[src/idaps_pkg.sv]
// Shared types, codes and lookup functions of the I2C DAC/ADC poll sequencer.
`default_nettype none

package idaps_pkg;

    localparam int DEVICE_COUNT_DEF = 6;
    localparam int QUEUE_DEPTH      = 2;
    localparam int Q_AW             = (QUEUE_DEPTH > 1) ? $clog2(QUEUE_DEPTH) : 1;
    localparam int Q_CW             = $clog2(QUEUE_DEPTH + 1);

    // item classes decided by the front end
    localparam logic [1:0] KIND_EVENT    = 2'd0;
    localparam logic [1:0] KIND_POLL     = 2'd1;
    localparam logic [1:0] KIND_SETPOINT = 2'd2;
    localparam logic [1:0] KIND_IGNORE   = 2'd3;

    // input mode codes
    localparam logic [1:0] MODE_EVENT    = 2'd0;
    localparam logic [1:0] MODE_POLL     = 2'd1;
    localparam logic [1:0] MODE_SETPOINT = 2'd2;

    // bus commands
    localparam logic [2:0] CMD_START   = 3'd0;
    localparam logic [2:0] CMD_STOP    = 3'd1;
    localparam logic [2:0] CMD_SEND    = 3'd2;
    localparam logic [2:0] CMD_RECV    = 3'd3;
    localparam logic [2:0] CMD_DISABLE = 3'd4;
    localparam logic [2:0] CMD_NONE    = 3'd5;

    // bus controller status codes
    localparam logic [7:0] ST_IDLE      = 8'h00;
    localparam logic [7:0] ST_START     = 8'h08;
    localparam logic [7:0] ST_REP_START = 8'h10;
    localparam logic [7:0] ST_MTX_ADR   = 8'h18;
    localparam logic [7:0] ST_MTX_DATA  = 8'h28;
    localparam logic [7:0] ST_MRX_ADR   = 8'h40;
    localparam logic [7:0] ST_MRX_DATA  = 8'h50;

    localparam logic [7:0] ERR_STEP     = 8'hFF;
    localparam logic [7:0] ADC_CFG_HI   = 8'h84;
    localparam logic [7:0] ADC_CFG_LO   = 8'hA0;
    localparam logic [7:0] ADC_PTR_CFG  = 8'h01;
    localparam logic [7:0] ADC_PTR_CONV = 8'h00;

    // configuration register indexes
    localparam logic [2:0] CFG_DAC_GAIN     = 3'd0;
    localparam logic [2:0] CFG_DAC_OFFSET   = 3'd1;
    localparam logic [2:0] CFG_ADC_GAIN     = 3'd2;
    localparam logic [2:0] CFG_ADC_OFFSET   = 3'd3;
    localparam logic [2:0] CFG_SETUP_PASSES = 3'd4;

    localparam logic [7:0] SETUP_PASSES_RESET = 8'd100;
    localparam logic [11:0] DAC_CODE_MAX      = 12'd4095;

    typedef struct packed {
        logic [1:0]  kind;
        logic [7:0]  status;
        logic [7:0]  rx;
        logic [1:0]  sp_index;
        logic [15:0] sp_value;
    } t_item;

    typedef struct packed {
        logic [2:0]  cmd;
        logic [7:0]  tx;
        logic        adc_valid;
        logic [1:0]  adc_channel;
        logic [15:0] adc_value;
    } t_result;

    function automatic logic [7:0] dac_addr(input logic [1:0] ch);
        logic [7:0] a;
        unique case (ch)
            2'd0:    a = 8'h98;
            2'd1:    a = 8'h9A;
            2'd2:    a = 8'hC0;
            default: a = 8'hC2;
        endcase
        return a;
    endfunction

    function automatic logic [7:0] adc_addr(input logic ch);
        return ch ? 8'h92 : 8'h90;
    endfunction

    function automatic logic [15:0] lane16(input logic [63:0] w, input logic [1:0] ch);
        logic [15:0] v;
        unique case (ch)
            2'd0:    v = w[15:0];
            2'd1:    v = w[31:16];
            2'd2:    v = w[47:32];
            default: v = w[63:48];
        endcase
        return v;
    endfunction

endpackage

`default_nettype wire

[src/idaps_front.sv]
// Front end: accepts input items and classifies them by mode.
`default_nettype none

module idaps_front
    import idaps_pkg::*;
(
    input  wire logic        i_clk,
    input  wire logic        i_rst_n,
    input  wire logic        i_in_valid,
    output logic             o_in_stall,
    input  wire logic [1:0]  i_mode,
    input  wire logic [7:0]  i_bus_status,
    input  wire logic [7:0]  i_rx_byte,
    input  wire logic [1:0]  i_setpoint_index,
    input  wire logic [15:0] i_setpoint_value,
    input  wire logic        i_q_full,
    output logic             o_q_push,
    output t_item            o_q_item
);

    logic [1:0] kind;
    logic       r_busy_seen;

    always_comb begin
        unique case (i_mode)
            MODE_EVENT:    kind = KIND_EVENT;
            MODE_POLL:     kind = KIND_POLL;
            MODE_SETPOINT: kind = KIND_SETPOINT;
            default:       kind = KIND_IGNORE;
        endcase
    end

    // hold off the source while the queue is full and after reset
    always_ff @(posedge i_clk) begin
        if (!i_rst_n) begin
            r_busy_seen <= 1'b0;
        end else begin
            r_busy_seen <= 1'b1;
        end
    end

    assign o_in_stall = i_q_full || !r_busy_seen;
    assign o_q_push   = i_in_valid && !o_in_stall;

    always_comb begin
        o_q_item          = '0;
        o_q_item.kind     = kind;
        o_q_item.status   = i_bus_status;
        o_q_item.rx       = i_rx_byte;
        o_q_item.sp_index = i_setpoint_index;
        o_q_item.sp_value = i_setpoint_value;
    end

endmodule

`default_nettype wire

[src/idaps_queue.sv]
// Short FIFO of classified items between the front end and the back end.
`default_nettype none

module idaps_queue
    import idaps_pkg::*;
(
    input  wire logic  i_clk,
    input  wire logic  i_rst_n,
    input  wire logic  i_push,
    input  wire t_item i_item,
    output logic       o_full,
    output logic       o_valid,
    output t_item      o_item,
    input  wire logic  i_pop
);

    localparam logic [Q_AW-1:0] LAST_PTR = Q_AW'(QUEUE_DEPTH - 1);
    localparam logic [Q_CW-1:0] FULL_CNT = Q_CW'(QUEUE_DEPTH);

    t_item           r_mem [QUEUE_DEPTH];
    logic [Q_AW-1:0] r_wr_ptr;
    logic [Q_AW-1:0] r_rd_ptr;
    logic [Q_CW-1:0] r_count;
    logic [Q_AW-1:0] n_wr_ptr;
    logic [Q_AW-1:0] n_rd_ptr;
    logic [Q_CW-1:0] n_count;
    logic            do_push;
    logic            do_pop;

    assign o_full  = (r_count == FULL_CNT);
    assign o_valid = (r_count != '0);
    assign o_item  = r_mem[r_rd_ptr];
    assign do_push = i_push && !o_full;
    assign do_pop  = i_pop && o_valid;

    always_comb begin
        n_wr_ptr = r_wr_ptr;
        n_rd_ptr = r_rd_ptr;
        n_count  = r_count;
        if (do_push) begin
            n_wr_ptr = (r_wr_ptr == LAST_PTR) ? '0 : r_wr_ptr + Q_AW'(1);
        end
        if (do_pop) begin
            n_rd_ptr = (r_rd_ptr == LAST_PTR) ? '0 : r_rd_ptr + Q_AW'(1);
        end
        if (do_push && !do_pop) begin
            n_count = r_count + Q_CW'(1);
        end else if (do_pop && !do_push) begin
            n_count = r_count - Q_CW'(1);
        end
    end

    always_ff @(posedge i_clk) begin
        if (!i_rst_n) begin
            r_wr_ptr <= '0;
            r_rd_ptr <= '0;
            r_count  <= '0;
        end else begin
            r_wr_ptr <= n_wr_ptr;
            r_rd_ptr <= n_rd_ptr;
            r_count  <= n_count;
        end
    end

    always_ff @(posedge i_clk) begin
        if (do_push) begin
            r_mem[r_wr_ptr] <= i_item;
        end
    end

endmodule

`default_nettype wire

[src/idaps_back.sv]
// Back end: runs the bus transactions, scaling and poll rotation, one item a cycle while the output is not stalled.
`default_nettype none

module idaps_back
    import idaps_pkg::*;
#(
    parameter int P_DEVICE_COUNT = DEVICE_COUNT_DEF
) (
    input  wire logic        i_clk,
    input  wire logic        i_rst_n,
    input  wire logic        i_cfg_we,
    input  wire logic [2:0]  i_cfg_index,
    input  wire logic [63:0] i_cfg_data,
    input  wire logic        i_q_valid,
    input  wire t_item       i_q_item,
    output logic             o_q_pop,
    output logic             o_out_valid,
    input  wire logic        i_out_stall,
    output t_result          o_result
);

    localparam logic [3:0] DEV_WRAP = 4'(P_DEVICE_COUNT);

    // configuration
    logic [63:0] r_dac_gain;
    logic [63:0] r_dac_offset;
    logic [63:0] r_adc_gain;
    logic [63:0] r_adc_offset;

    // sequencer state
    logic [7:0]  r_step;
    logic [2:0]  r_dev;
    logic [7:0]  r_countdown;
    logic [11:0] r_codes [4];
    logic [15:0] r_raw   [2];
    logic [15:0] r_sp    [4];
    logic [7:0]  n_step;
    logic [2:0]  n_dev;
    logic [7:0]  n_countdown;
    logic [11:0] n_codes [4];
    logic [15:0] n_raw   [2];
    logic [15:0] n_sp    [4];

    logic        r_out_valid;
    t_result     r_out;
    t_result     res;

    // decode of the current item against the current device
    logic [7:0]  st;
    logic        start_ok;
    logic        adr_ok;
    logic        tx_ok;
    logic        rx_ok;
    logic        is_adc;
    logic        adc_c;
    logic [1:0]  dac_ch;
    logic [7:0]  step_inc;
    logic        err;
    logic [7:0]  ev_step;
    logic [11:0] cur_code;

    // ADC scaling
    logic [15:0]        adc_gain;
    logic [15:0]        adc_off;
    logic signed [16:0] adc_diff;
    logic signed [32:0] adc_prod;
    logic signed [18:0] adc_sh;
    logic [15:0]        adc_sat;

    // DAC scaling for the next device
    logic [3:0]         nxt4;
    logic [2:0]         nxt;
    logic [15:0]        dac_sp;
    logic [15:0]        dac_gain;
    logic [15:0]        dac_off;
    logic signed [31:0] dac_prod;
    logic signed [15:0] dac_q;
    logic signed [16:0] dac_sum;
    logic [11:0]        dac_clamp;

    assign o_q_pop     = i_q_valid && (!r_out_valid || !i_out_stall);
    assign o_out_valid = r_out_valid;
    assign o_result    = r_out;

    assign st       = i_q_item.status;
    assign start_ok = (st == ST_START) || (st == ST_REP_START);
    assign adr_ok   = (st == ST_MTX_ADR) || (st == ST_MRX_ADR);
    assign tx_ok    = (st == ST_MTX_DATA);
    assign rx_ok    = (st == ST_MRX_DATA);
    assign is_adc   = (r_dev == 3'd4) || (r_dev == 3'd5);
    assign adc_c    = r_dev[0];
    assign dac_ch   = r_dev[2] ? 2'd0 : r_dev[1:0];
    assign step_inc = r_step + 8'd1;
    assign cur_code = r_codes[dac_ch];

    // transaction step error check, per transaction type
    always_comb begin
        if (!is_adc) begin
            err = ((step_inc == 8'd1) && !start_ok) || ((step_inc == 8'd2) && !adr_ok) ||
                  (((step_inc == 8'd3) || (step_inc == 8'd4)) && !tx_ok);
        end else if (r_countdown != 8'd0) begin
            err = (((step_inc == 8'd1) || (step_inc == 8'd6)) && !start_ok) ||
                  (((step_inc == 8'd2) || (step_inc == 8'd7)) && !adr_ok) ||
                  (((step_inc == 8'd3) || (step_inc == 8'd4) || (step_inc == 8'd5) ||
                    (step_inc == 8'd8)) && !tx_ok);
        end else begin
            err = ((step_inc == 8'd1) && !start_ok) || ((step_inc == 8'd2) && !adr_ok) ||
                  (((step_inc == 8'd3) || (step_inc == 8'd4)) && !rx_ok);
        end
    end
    assign ev_step = err ? ERR_STEP : step_inc;

    // ADC: (raw - offset) * gain, floor shift by 14, saturate
    assign adc_gain = lane16(r_adc_gain, {1'b0, adc_c});
    assign adc_off  = lane16(r_adc_offset, {1'b0, adc_c});
    assign adc_diff = $signed({r_raw[adc_c][15], r_raw[adc_c]}) - $signed({adc_off[15], adc_off});
    assign adc_prod = adc_diff * $signed(adc_gain);
    assign adc_sh   = adc_prod[32:14];

    always_comb begin
        if (adc_sh > 19'sd32767) begin
            adc_sat = 16'h7FFF;
        end else if (adc_sh < -19'sd32768) begin
            adc_sat = 16'h8000;
        end else begin
            adc_sat = adc_sh[15:0];
        end
    end

    // DAC: setpoint * gain, floor shift by 16, add offset, clamp to code range
    assign nxt4     = {1'b0, r_dev} + 4'd1;
    assign nxt      = (nxt4 >= DEV_WRAP) ? 3'd0 : nxt4[2:0];
    assign dac_sp   = r_sp[nxt[1:0]];
    assign dac_gain = lane16(r_dac_gain, nxt[1:0]);
    assign dac_off  = lane16(r_dac_offset, nxt[1:0]);
    assign dac_prod = $signed(dac_sp) * $signed(dac_gain);
    assign dac_q    = dac_prod[31:16];
    assign dac_sum  = $signed({dac_q[15], dac_q}) + $signed({dac_off[15], dac_off});

    always_comb begin
        if (dac_sum < 17'sd0) begin
            dac_clamp = 12'd0;
        end else if (dac_sum > 17'sd4095) begin
            dac_clamp = DAC_CODE_MAX;
        end else begin
            dac_clamp = dac_sum[11:0];
        end
    end

    always_comb begin
        n_step      = r_step;
        n_dev       = r_dev;
        n_countdown = r_countdown;
        n_codes     = r_codes;
        n_raw       = r_raw;
        n_sp        = r_sp;
        res         = '0;
        res.cmd     = CMD_NONE;

        unique case (i_q_item.kind)
            KIND_EVENT: begin
                n_step = ev_step;
                if (!is_adc) begin
                    unique case (ev_step)
                        8'd1: begin
                            res.cmd = CMD_SEND;
                            res.tx  = dac_addr(dac_ch);
                        end
                        8'd2: begin
                            res.cmd = CMD_SEND;
                            res.tx  = {4'd0, cur_code[11:8]};
                        end
                        8'd3: begin
                            res.cmd = CMD_SEND;
                            res.tx  = cur_code[7:0];
                        end
                        default: res.cmd = CMD_STOP;
                    endcase
                end else if (r_countdown != 8'd0) begin
                    unique case (ev_step) inside
                        8'd1, 8'd6: begin
                            res.cmd = CMD_SEND;
                            res.tx  = adc_addr(adc_c);
                        end
                        8'd2: begin
                            res.cmd = CMD_SEND;
                            res.tx  = ADC_PTR_CFG;
                        end
                        8'd3: begin
                            res.cmd = CMD_SEND;
                            res.tx  = ADC_CFG_HI;
                        end
                        8'd4: begin
                            res.cmd = CMD_SEND;
                            res.tx  = ADC_CFG_LO;
                        end
                        8'd5:    res.cmd = CMD_START;
                        8'd7: begin
                            res.cmd = CMD_SEND;
                            res.tx  = ADC_PTR_CONV;
                        end
                        default: res.cmd = CMD_STOP;
                    endcase
                end else begin
                    // raw capture follows the step count, not the error outcome
                    if (step_inc == 8'd3) begin
                        n_raw[adc_c] = {i_q_item.rx, 8'd0};
                    end else if (step_inc == 8'd4) begin
                        n_raw[adc_c] = {r_raw[adc_c][15:8], r_raw[adc_c][7:0] | i_q_item.rx};
                    end else if (step_inc != 8'd1 && step_inc != 8'd2) begin
                        n_raw[adc_c] = 16'd0;
                    end
                    unique case (ev_step) inside
                        8'd1: begin
                            res.cmd = CMD_SEND;
                            res.tx  = adc_addr(adc_c) | 8'h01;
                        end
                        8'd2, 8'd3: res.cmd = CMD_RECV;
                        default:    res.cmd = CMD_STOP;
                    endcase
                end
            end
            KIND_POLL: begin
                if (r_countdown != 8'd0) begin
                    n_countdown = r_countdown - 8'd1;
                end else if (is_adc) begin
                    res.adc_valid   = 1'b1;
                    res.adc_channel = {1'b0, adc_c};
                    res.adc_value   = adc_sat;
                end
                n_dev = nxt;
                if (!nxt[2]) begin
                    n_codes[nxt[1:0]] = dac_clamp;
                end
                if (st == ST_IDLE) begin
                    res.cmd = CMD_STOP;
                end else if (r_step == 8'd0) begin
                    // skip one poll after an error
                    n_step  = 8'd1;
                    res.cmd = CMD_DISABLE;
                end else begin
                    n_step  = 8'd0;
                    res.cmd = CMD_START;
                end
            end
            KIND_SETPOINT: begin
                n_sp[i_q_item.sp_index] = i_q_item.sp_value;
            end
            default: begin
                res.cmd = CMD_NONE;
            end
        endcase
    end

    always_ff @(posedge i_clk) begin
        if (!i_rst_n) begin
            r_dac_gain     <= '0;
            r_dac_offset   <= '0;
            r_adc_gain     <= '0;
            r_adc_offset   <= '0;
        end else if (i_cfg_we) begin
            unique case (i_cfg_index)
                CFG_DAC_GAIN:     r_dac_gain     <= i_cfg_data;
                CFG_DAC_OFFSET:   r_dac_offset   <= i_cfg_data;
                CFG_ADC_GAIN:     r_adc_gain     <= i_cfg_data;
                CFG_ADC_OFFSET:   r_adc_offset   <= i_cfg_data;
                // the pass count only takes effect at reset; drop the write
                CFG_SETUP_PASSES: ;
                default: ;
            endcase
        end
    end

    always_ff @(posedge i_clk) begin
        if (!i_rst_n) begin
            r_step      <= '0;
            r_dev       <= '0;
            // the countdown loads from the register's reset value
            r_countdown <= SETUP_PASSES_RESET;
            r_codes     <= '{default: '0};
            r_raw       <= '{default: '0};
            r_sp        <= '{default: '0};
        end else if (o_q_pop) begin
            r_step      <= n_step;
            r_dev       <= n_dev;
            r_countdown <= n_countdown;
            r_codes     <= n_codes;
            r_raw       <= n_raw;
            r_sp        <= n_sp;
        end
    end

    always_ff @(posedge i_clk) begin
        if (!i_rst_n) begin
            r_out_valid <= 1'b0;
        end else if (o_q_pop) begin
            r_out_valid <= 1'b1;
        end else if (!i_out_stall) begin
            r_out_valid <= 1'b0;
        end
    end

    always_ff @(posedge i_clk) begin
        if (o_q_pop) begin
            r_out <= res;
        end
    end

endmodule

`default_nettype wire

[src/i2c_dac_adc_poll_sequencer.sv]
// Top level of the I2C DAC/ADC poll sequencer: front end, item queue, back end.
// Path: an accepted item is written into the queue, and its result is registered in the output register when popped.
// Throughput: one item per cycle while the output is not stalled.
// A two-entry queue lets input accept while a finished result waits on the output.
// Reset: synchronous active low; input is held off during reset and until the busy-seen flag sets, no clearing pass.
`default_nettype none

module i2c_dac_adc_poll_sequencer
    import idaps_pkg::*;
#(
    parameter int P_DEVICE_COUNT = DEVICE_COUNT_DEF
) (
    input  wire logic        i_clk,
    input  wire logic        i_rst_n,
    input  wire logic        i_cfg_we,
    input  wire logic [2:0]  i_cfg_index,
    input  wire logic [63:0] i_cfg_data,
    input  wire logic        i_in_valid,
    output logic             o_in_stall,
    input  wire logic [1:0]  i_mode,
    input  wire logic [7:0]  i_bus_status,
    input  wire logic [7:0]  i_rx_byte,
    input  wire logic [1:0]  i_setpoint_index,
    input  wire logic signed [15:0] i_setpoint_value,
    output logic             o_out_valid,
    input  wire logic        i_out_stall,
    output logic [2:0]       o_bus_command,
    output logic [7:0]       o_tx_byte,
    output logic             o_adc_valid,
    output logic [1:0]       o_adc_channel,
    output logic signed [15:0] o_adc_value
);

    logic    q_full;
    logic    q_push;
    t_item   q_in_item;
    logic    q_valid;
    t_item   q_out_item;
    logic    q_pop;
    t_result result;

    idaps_front u_front (
        .i_clk            (i_clk),
        .i_rst_n          (i_rst_n),
        .i_in_valid       (i_in_valid),
        .o_in_stall       (o_in_stall),
        .i_mode           (i_mode),
        .i_bus_status     (i_bus_status),
        .i_rx_byte        (i_rx_byte),
        .i_setpoint_index (i_setpoint_index),
        .i_setpoint_value (i_setpoint_value),
        .i_q_full         (q_full),
        .o_q_push         (q_push),
        .o_q_item         (q_in_item)
    );

    idaps_queue u_queue (
        .i_clk   (i_clk),
        .i_rst_n (i_rst_n),
        .i_push  (q_push),
        .i_item  (q_in_item),
        .o_full  (q_full),
        .o_valid (q_valid),
        .o_item  (q_out_item),
        .i_pop   (q_pop)
    );

    idaps_back #(
        .P_DEVICE_COUNT (P_DEVICE_COUNT)
    ) u_back (
        .i_clk       (i_clk),
        .i_rst_n     (i_rst_n),
        .i_cfg_we    (i_cfg_we),
        .i_cfg_index (i_cfg_index),
        .i_cfg_data  (i_cfg_data),
        .i_q_valid   (q_valid),
        .i_q_item    (q_out_item),
        .o_q_pop     (q_pop),
        .o_out_valid (o_out_valid),
        .i_out_stall (i_out_stall),
        .o_result    (result)
    );

    assign o_bus_command = result.cmd;
    assign o_tx_byte     = result.tx;
    assign o_adc_valid   = result.adc_valid;
    assign o_adc_channel = result.adc_channel;
    assign o_adc_value   = result.adc_value;

endmodule

`default_nettype wire
[config.mk]
export PLATFORM = sky130hd
export DESIGN_NAME = i2c_dac_adc_poll_sequencer
export DESIGN_NICKNAME = d
export VERILOG_FILES = /design/src/idaps_pkg.sv /design/src/idaps_front.sv /design/src/idaps_queue.sv /design/src/idaps_back.sv /design/src/i2c_dac_adc_poll_sequencer.sv
export SDC_FILE = /design/constraint.sdc
export NUM_CORES = 2
export LEC_CHECK = 0
export ABC_AREA = 0
export BUFFER_PORTS_ARGS = -buffer_cell sky130_fd_sc_hd__buf_2
export CORE_MARGIN = 3
export CORE_UTILIZATION = 64
export DETAILED_ROUTE_END_ITERATION = 10
export PLACE_DENSITY_LB_ADDON = 0.25
export SYNTH_ARGS = -nofsm -noshare
export SYNTH_HDL_FRONTEND = slang
export SYNTH_SLANG_ARGS = --single-unit
[constraint.sdc]
create_clock -name i_clk -period 16.8 [get_ports i_clk]
set_input_delay 0.84 -clock i_clk [delete_from_list [all_inputs] [get_ports i_clk]]
set_output_delay 0.84 -clock i_clk [all_outputs]
set_load 0.02 [all_outputs]
==> summary.md <==
| Metric | Value |
|---|---|
| Total number of cells along the worst setup path | 43 |
| Area Growth Syn to Fin | 7.88% |
| Total DRC errors in the routed layout | 0 |
| Maximum number of pins on one net before global-route repair | about 130 |
| Number of register bits inferred by synthesis | around 460 |
| Path type of the worst setup path | reg2reg |
| Most frequent cells in the layout | sky130_fd_sc_hd__nand2_1 (759), sky130_fd_sc_hd__inv_1 (606), sky130_fd_sc_hd__fa_1 (538) |
| Later-pin clock latency in the skew report | 0.62 ns |
| Detail Placement HPWL | about 85 mm |
| Floorplan Core Area | 61700 µm² |
| Via density per instance | between 6 and 7 |
| Total wire length | about 110 mm |
| Largest buffer count on any clock path | 3 |
| Leak pwr | about 18 nW |
| Status | finished clean |
| Count of final max-slew check failures | 0 |
| Remaining global-route overflow | 0 |
| Max rail drop VDD | 0.000121 V |
| Worst Hold Depth | 1 |
| Die X | around 260 µm |
| TritonCTS buffer count | 49 |
| CTS sink count | 463 |
| Largest fanout on the critical path | 48 |
| Total of warnings raised by yosys | 0 |
| Cell seen most often among critical-path stages | sky130_fd_sc_hd__fa_1 |
| Most common library cell in the layout ignoring fill and taps | sky130_fd_sc_hd__nand2_1 |
| Layout Utilization | 69.9% |
| Post-Syn Area per Cell | 8.87 µm² |
| Count of input and output buffers | 138 |
| FILL cells | 4903 |
| Number of synthesized flops with an enable pin | between 100 and 150 |
| Synthesized net count | 5356 |
| Vertical extent of the die | 256 µm |
| Length in cells of the worst reg-to-reg path | between 40 and 50 |
| Worst setup skew after layout | 0.0343 ns |
| Transition at the pin with the smallest max-transition slack | ~1.2 ns |
| Total vias in the final route | between 30000 and 40000 |
| Min Tclk post-route | roughly 12 ns |
| Number of hold-slack violations in the final timing report | 0 |
| Average wire per standard cell | 20.9 µm |
| Data arrival time of the worst path | 12.97 ns |
| Worst hold-check path type | in2reg |
| Count of maximum capacitance violations | 0 |
| Wire length of the first global-routing pass | 179 mm |
| Tightest slew margin relative to the limit | between 10% and 20% |
| Critical path launch point type | flop |
| Power per Cell Area | 119 nW/µm² |
| RSZ-0062 raised after global routing | no |
| Crit path max-delay cell type | sky130_fd_sc_hd__nor2_1 |
| Setup TNS | 0 ns |
| Peak clock frequency supported by timing | 0.0801 GHz |
| Period utilisation layout | 74.3% |
| Clock Pin Slew Worst Setup and Hold Paths | 0.06 ns |
| Mapped Area | 40000 µm² |
| Finish-stage setup viols | 0 |
| Initial Utilization | 64.8% |
| Overall die area | 65500 µm² |
| Post-CTS Setup Repair Bufs | 0 |
| Placer congestion estimate | about 1 |
| Overall fraction of global-route tracks in use | 34.8% |
| Top Ports | 140 |
| # H-tree levels | 2 |
| Worst EP required | 17.29 ns |
| Number of DRC violations after detailed-routing iteration 0 | 3201 |
| Sequential-to-total area share from yosys stat | 25.7% |
| Critical path buffers and inverters | 8 |
| Vias in the first global route | about 33000 |
| Iteration count of the initial detailed-routing pass | 7 |
| PostCTS Resize Cnt | 0 |
| Distinct cell type count of the synthesized netlist | 88 |
| Rows | 91 |
| Gate count of the mapped netlist | 4507 |
| Asr flop ratio synth | 0% |
| Initial antenna violation count | 7 |
| Highest cell delay on the worst timing path | 0.84 ns |
| Delay-heaviest family, CP | adder cells |
| Final net count | about 5400 |
| Antenna-violating nets left | 0 |
| TritonCTS clock tree | yes |
| Fraction of layout instances using a drive strength above 1 | 8.34% |
| Root buf cell | sky130_fd_sc_hd__clkbuf_16 |
| Overall power consumption | 5.12 mW |
| Most common flop cell mapped by yosys | sky130_fd_sc_hd__dfxtp_1 |
| Crit end category | flop |
| Number of hold buffers added after CTS | 0 |
## power by group
group | switching [mW] | internal, mW | total (mW)
clock network | 0.479 | 0.644 | 1.12
registers | 0.0683 | 1.24 | 1.31
logic | 1.79 | 0.898 | 2.68
## sequential cells by signal, summed over array words and instances (netlist names), 3 cells and up, named ones only
| name | count |
|---|---|
| u_back.o_result | 29 |
| u_back.r_adc_gain | 32 |
| u_back.r_adc_offset | 32 |
| u_back.r_codes | 48 |
| u_back.r_countdown | 8 |
| u_back.r_dac_gain | 64 |
| u_back.r_dac_offset | 64 |
| u_back.r_dev | 3 |
| u_back.r_raw | 32 |
| u_back.r_sp | 64 |
| u_back.r_step | 8 |
| u_queue.r_mem | 72 |
## Yosys cell counts, types with 4 or more instances
cell	number	area (µm²)
sky130_fd_sc_hd__a211o_1	6	52.6
sky130_fd_sc_hd__a211oi_1	85	638
sky130_fd_sc_hd__a21o_1	49	368
sky130_fd_sc_hd__a21oi_1	340	1700
sky130_fd_sc_hd__a22o_1	53	464
sky130_fd_sc_hd__a2bb2oi_1	4	35.0
sky130_fd_sc_hd__a311oi_1	10	87.6
sky130_fd_sc_hd__a31oi_1	25	156
sky130_fd_sc_hd__a32oi_1	4	35.0
sky130_fd_sc_hd__and2_1	21	131
sky130_fd_sc_hd__and3_1	14	87.6
sky130_fd_sc_hd__buf_1	16	60.1
sky130_fd_sc_hd__buf_2	11	55.1
sky130_fd_sc_hd__clkbuf_1	190	713
sky130_fd_sc_hd__dfxtp_1	362	7250
sky130_fd_sc_hd__edfxtp_1	101	3030
sky130_fd_sc_hd__fa_1	538	10800
sky130_fd_sc_hd__ha_1	203	2540
sky130_fd_sc_hd__inv_1	608	2280
sky130_fd_sc_hd__mux2_2	40	450
sky130_fd_sc_hd__mux2i_1	77	771
sky130_fd_sc_hd__nand2_1	759	2850
sky130_fd_sc_hd__nand2b_1	42	263
sky130_fd_sc_hd__nand3_1	20	100
sky130_fd_sc_hd__nand4_1	9	56.3
sky130_fd_sc_hd__nor2_1	476	1790
sky130_fd_sc_hd__nor2b_1	38	238
sky130_fd_sc_hd__nor3_1	51	255
sky130_fd_sc_hd__nor4_1	6	37.5
sky130_fd_sc_hd__o211ai_1	5	37.5
sky130_fd_sc_hd__o21a_1	8	60.1
sky130_fd_sc_hd__o21ai_0	69	345
sky130_fd_sc_hd__o21ai_1	12	60.1
sky130_fd_sc_hd__o21bai_1	5	37.5
sky130_fd_sc_hd__o221a_2	15	169
sky130_fd_sc_hd__o221ai_1	14	123
sky130_fd_sc_hd__o22a_1	8	70.1
sky130_fd_sc_hd__o22ai_1	11	68.8
sky130_fd_sc_hd__o31ai_1	7	52.6
sky130_fd_sc_hd__or2_2	12	75.1
sky130_fd_sc_hd__or3_1	17	106
sky130_fd_sc_hd__xnor2_1	65	569
sky130_fd_sc_hd__xor2_1	29	254
## layout make-up
type	instances	area [µm²]	share of cell area, %
Clock inverter	26	304	0.705
Sequential cell	463	10300	23.8
Timing Repair Buffer	204	1190	2.75
Clock buffer	66	1370	3.18
Inverter	609	2290	5.32
Antenna cell	8	20.0	0.0464
Multi-Input combinational cell	3215	26600	61.7
Tap cell	837	1050	2.43
## path summary, 6_finish.rpt
path,slack (ns),to,start
worst max-delay path,4.32,u_back.r_codes[26],u_back.r_dev[0]
worst min-delay path,0.41,u_queue.r_mem[1][34],i_mode[0]
worst max register to register,4.32,u_back.r_codes[26],u_back.r_dev[0]
worst min register to register,0.45,u_back.r_dac_gain[31],u_back.r_dac_gain[31]
## through the flow
stage	hold WS, ns	setup WS [ns]	instance area [µm²]	std cells
2_1_floorplan	0.417	4.94	40000	4507
3_3_place_gp	0.438	4.85	41500	5328
3_5_place_dp	0.444	4.59	41500	5328
4_1_cts	0.386	4.56	43100	5420
5_1_grt	0.398	3.82	43100	5423
6_report	0.407	4.32	43100	5428
## routing by layer
metal	track usage, %	part of all wire, %	vias up
li1	-	-	14620
met1	44.3	38	15968
met4	19.8	6.5	6
met3	7.41	9.6	450
met5	0	0.039	-
met2	55.6	46	1598
## cell families after synthesis
family                     after synthesis  synth area share, %
adders and majority gates              741                 33.3
buffers and inverters                  829                 7.85
AOI/OAI and AO/OA                      775                 12.6
DFF                                    463                 25.7
muxes                                  117                 3.05
and+or+nand+nor                       1486                 15.4
xor gates and xnor gates                95                 2.10
other                                    1              0.00938
No activity file was read; power rests on OpenSTA's default activity.
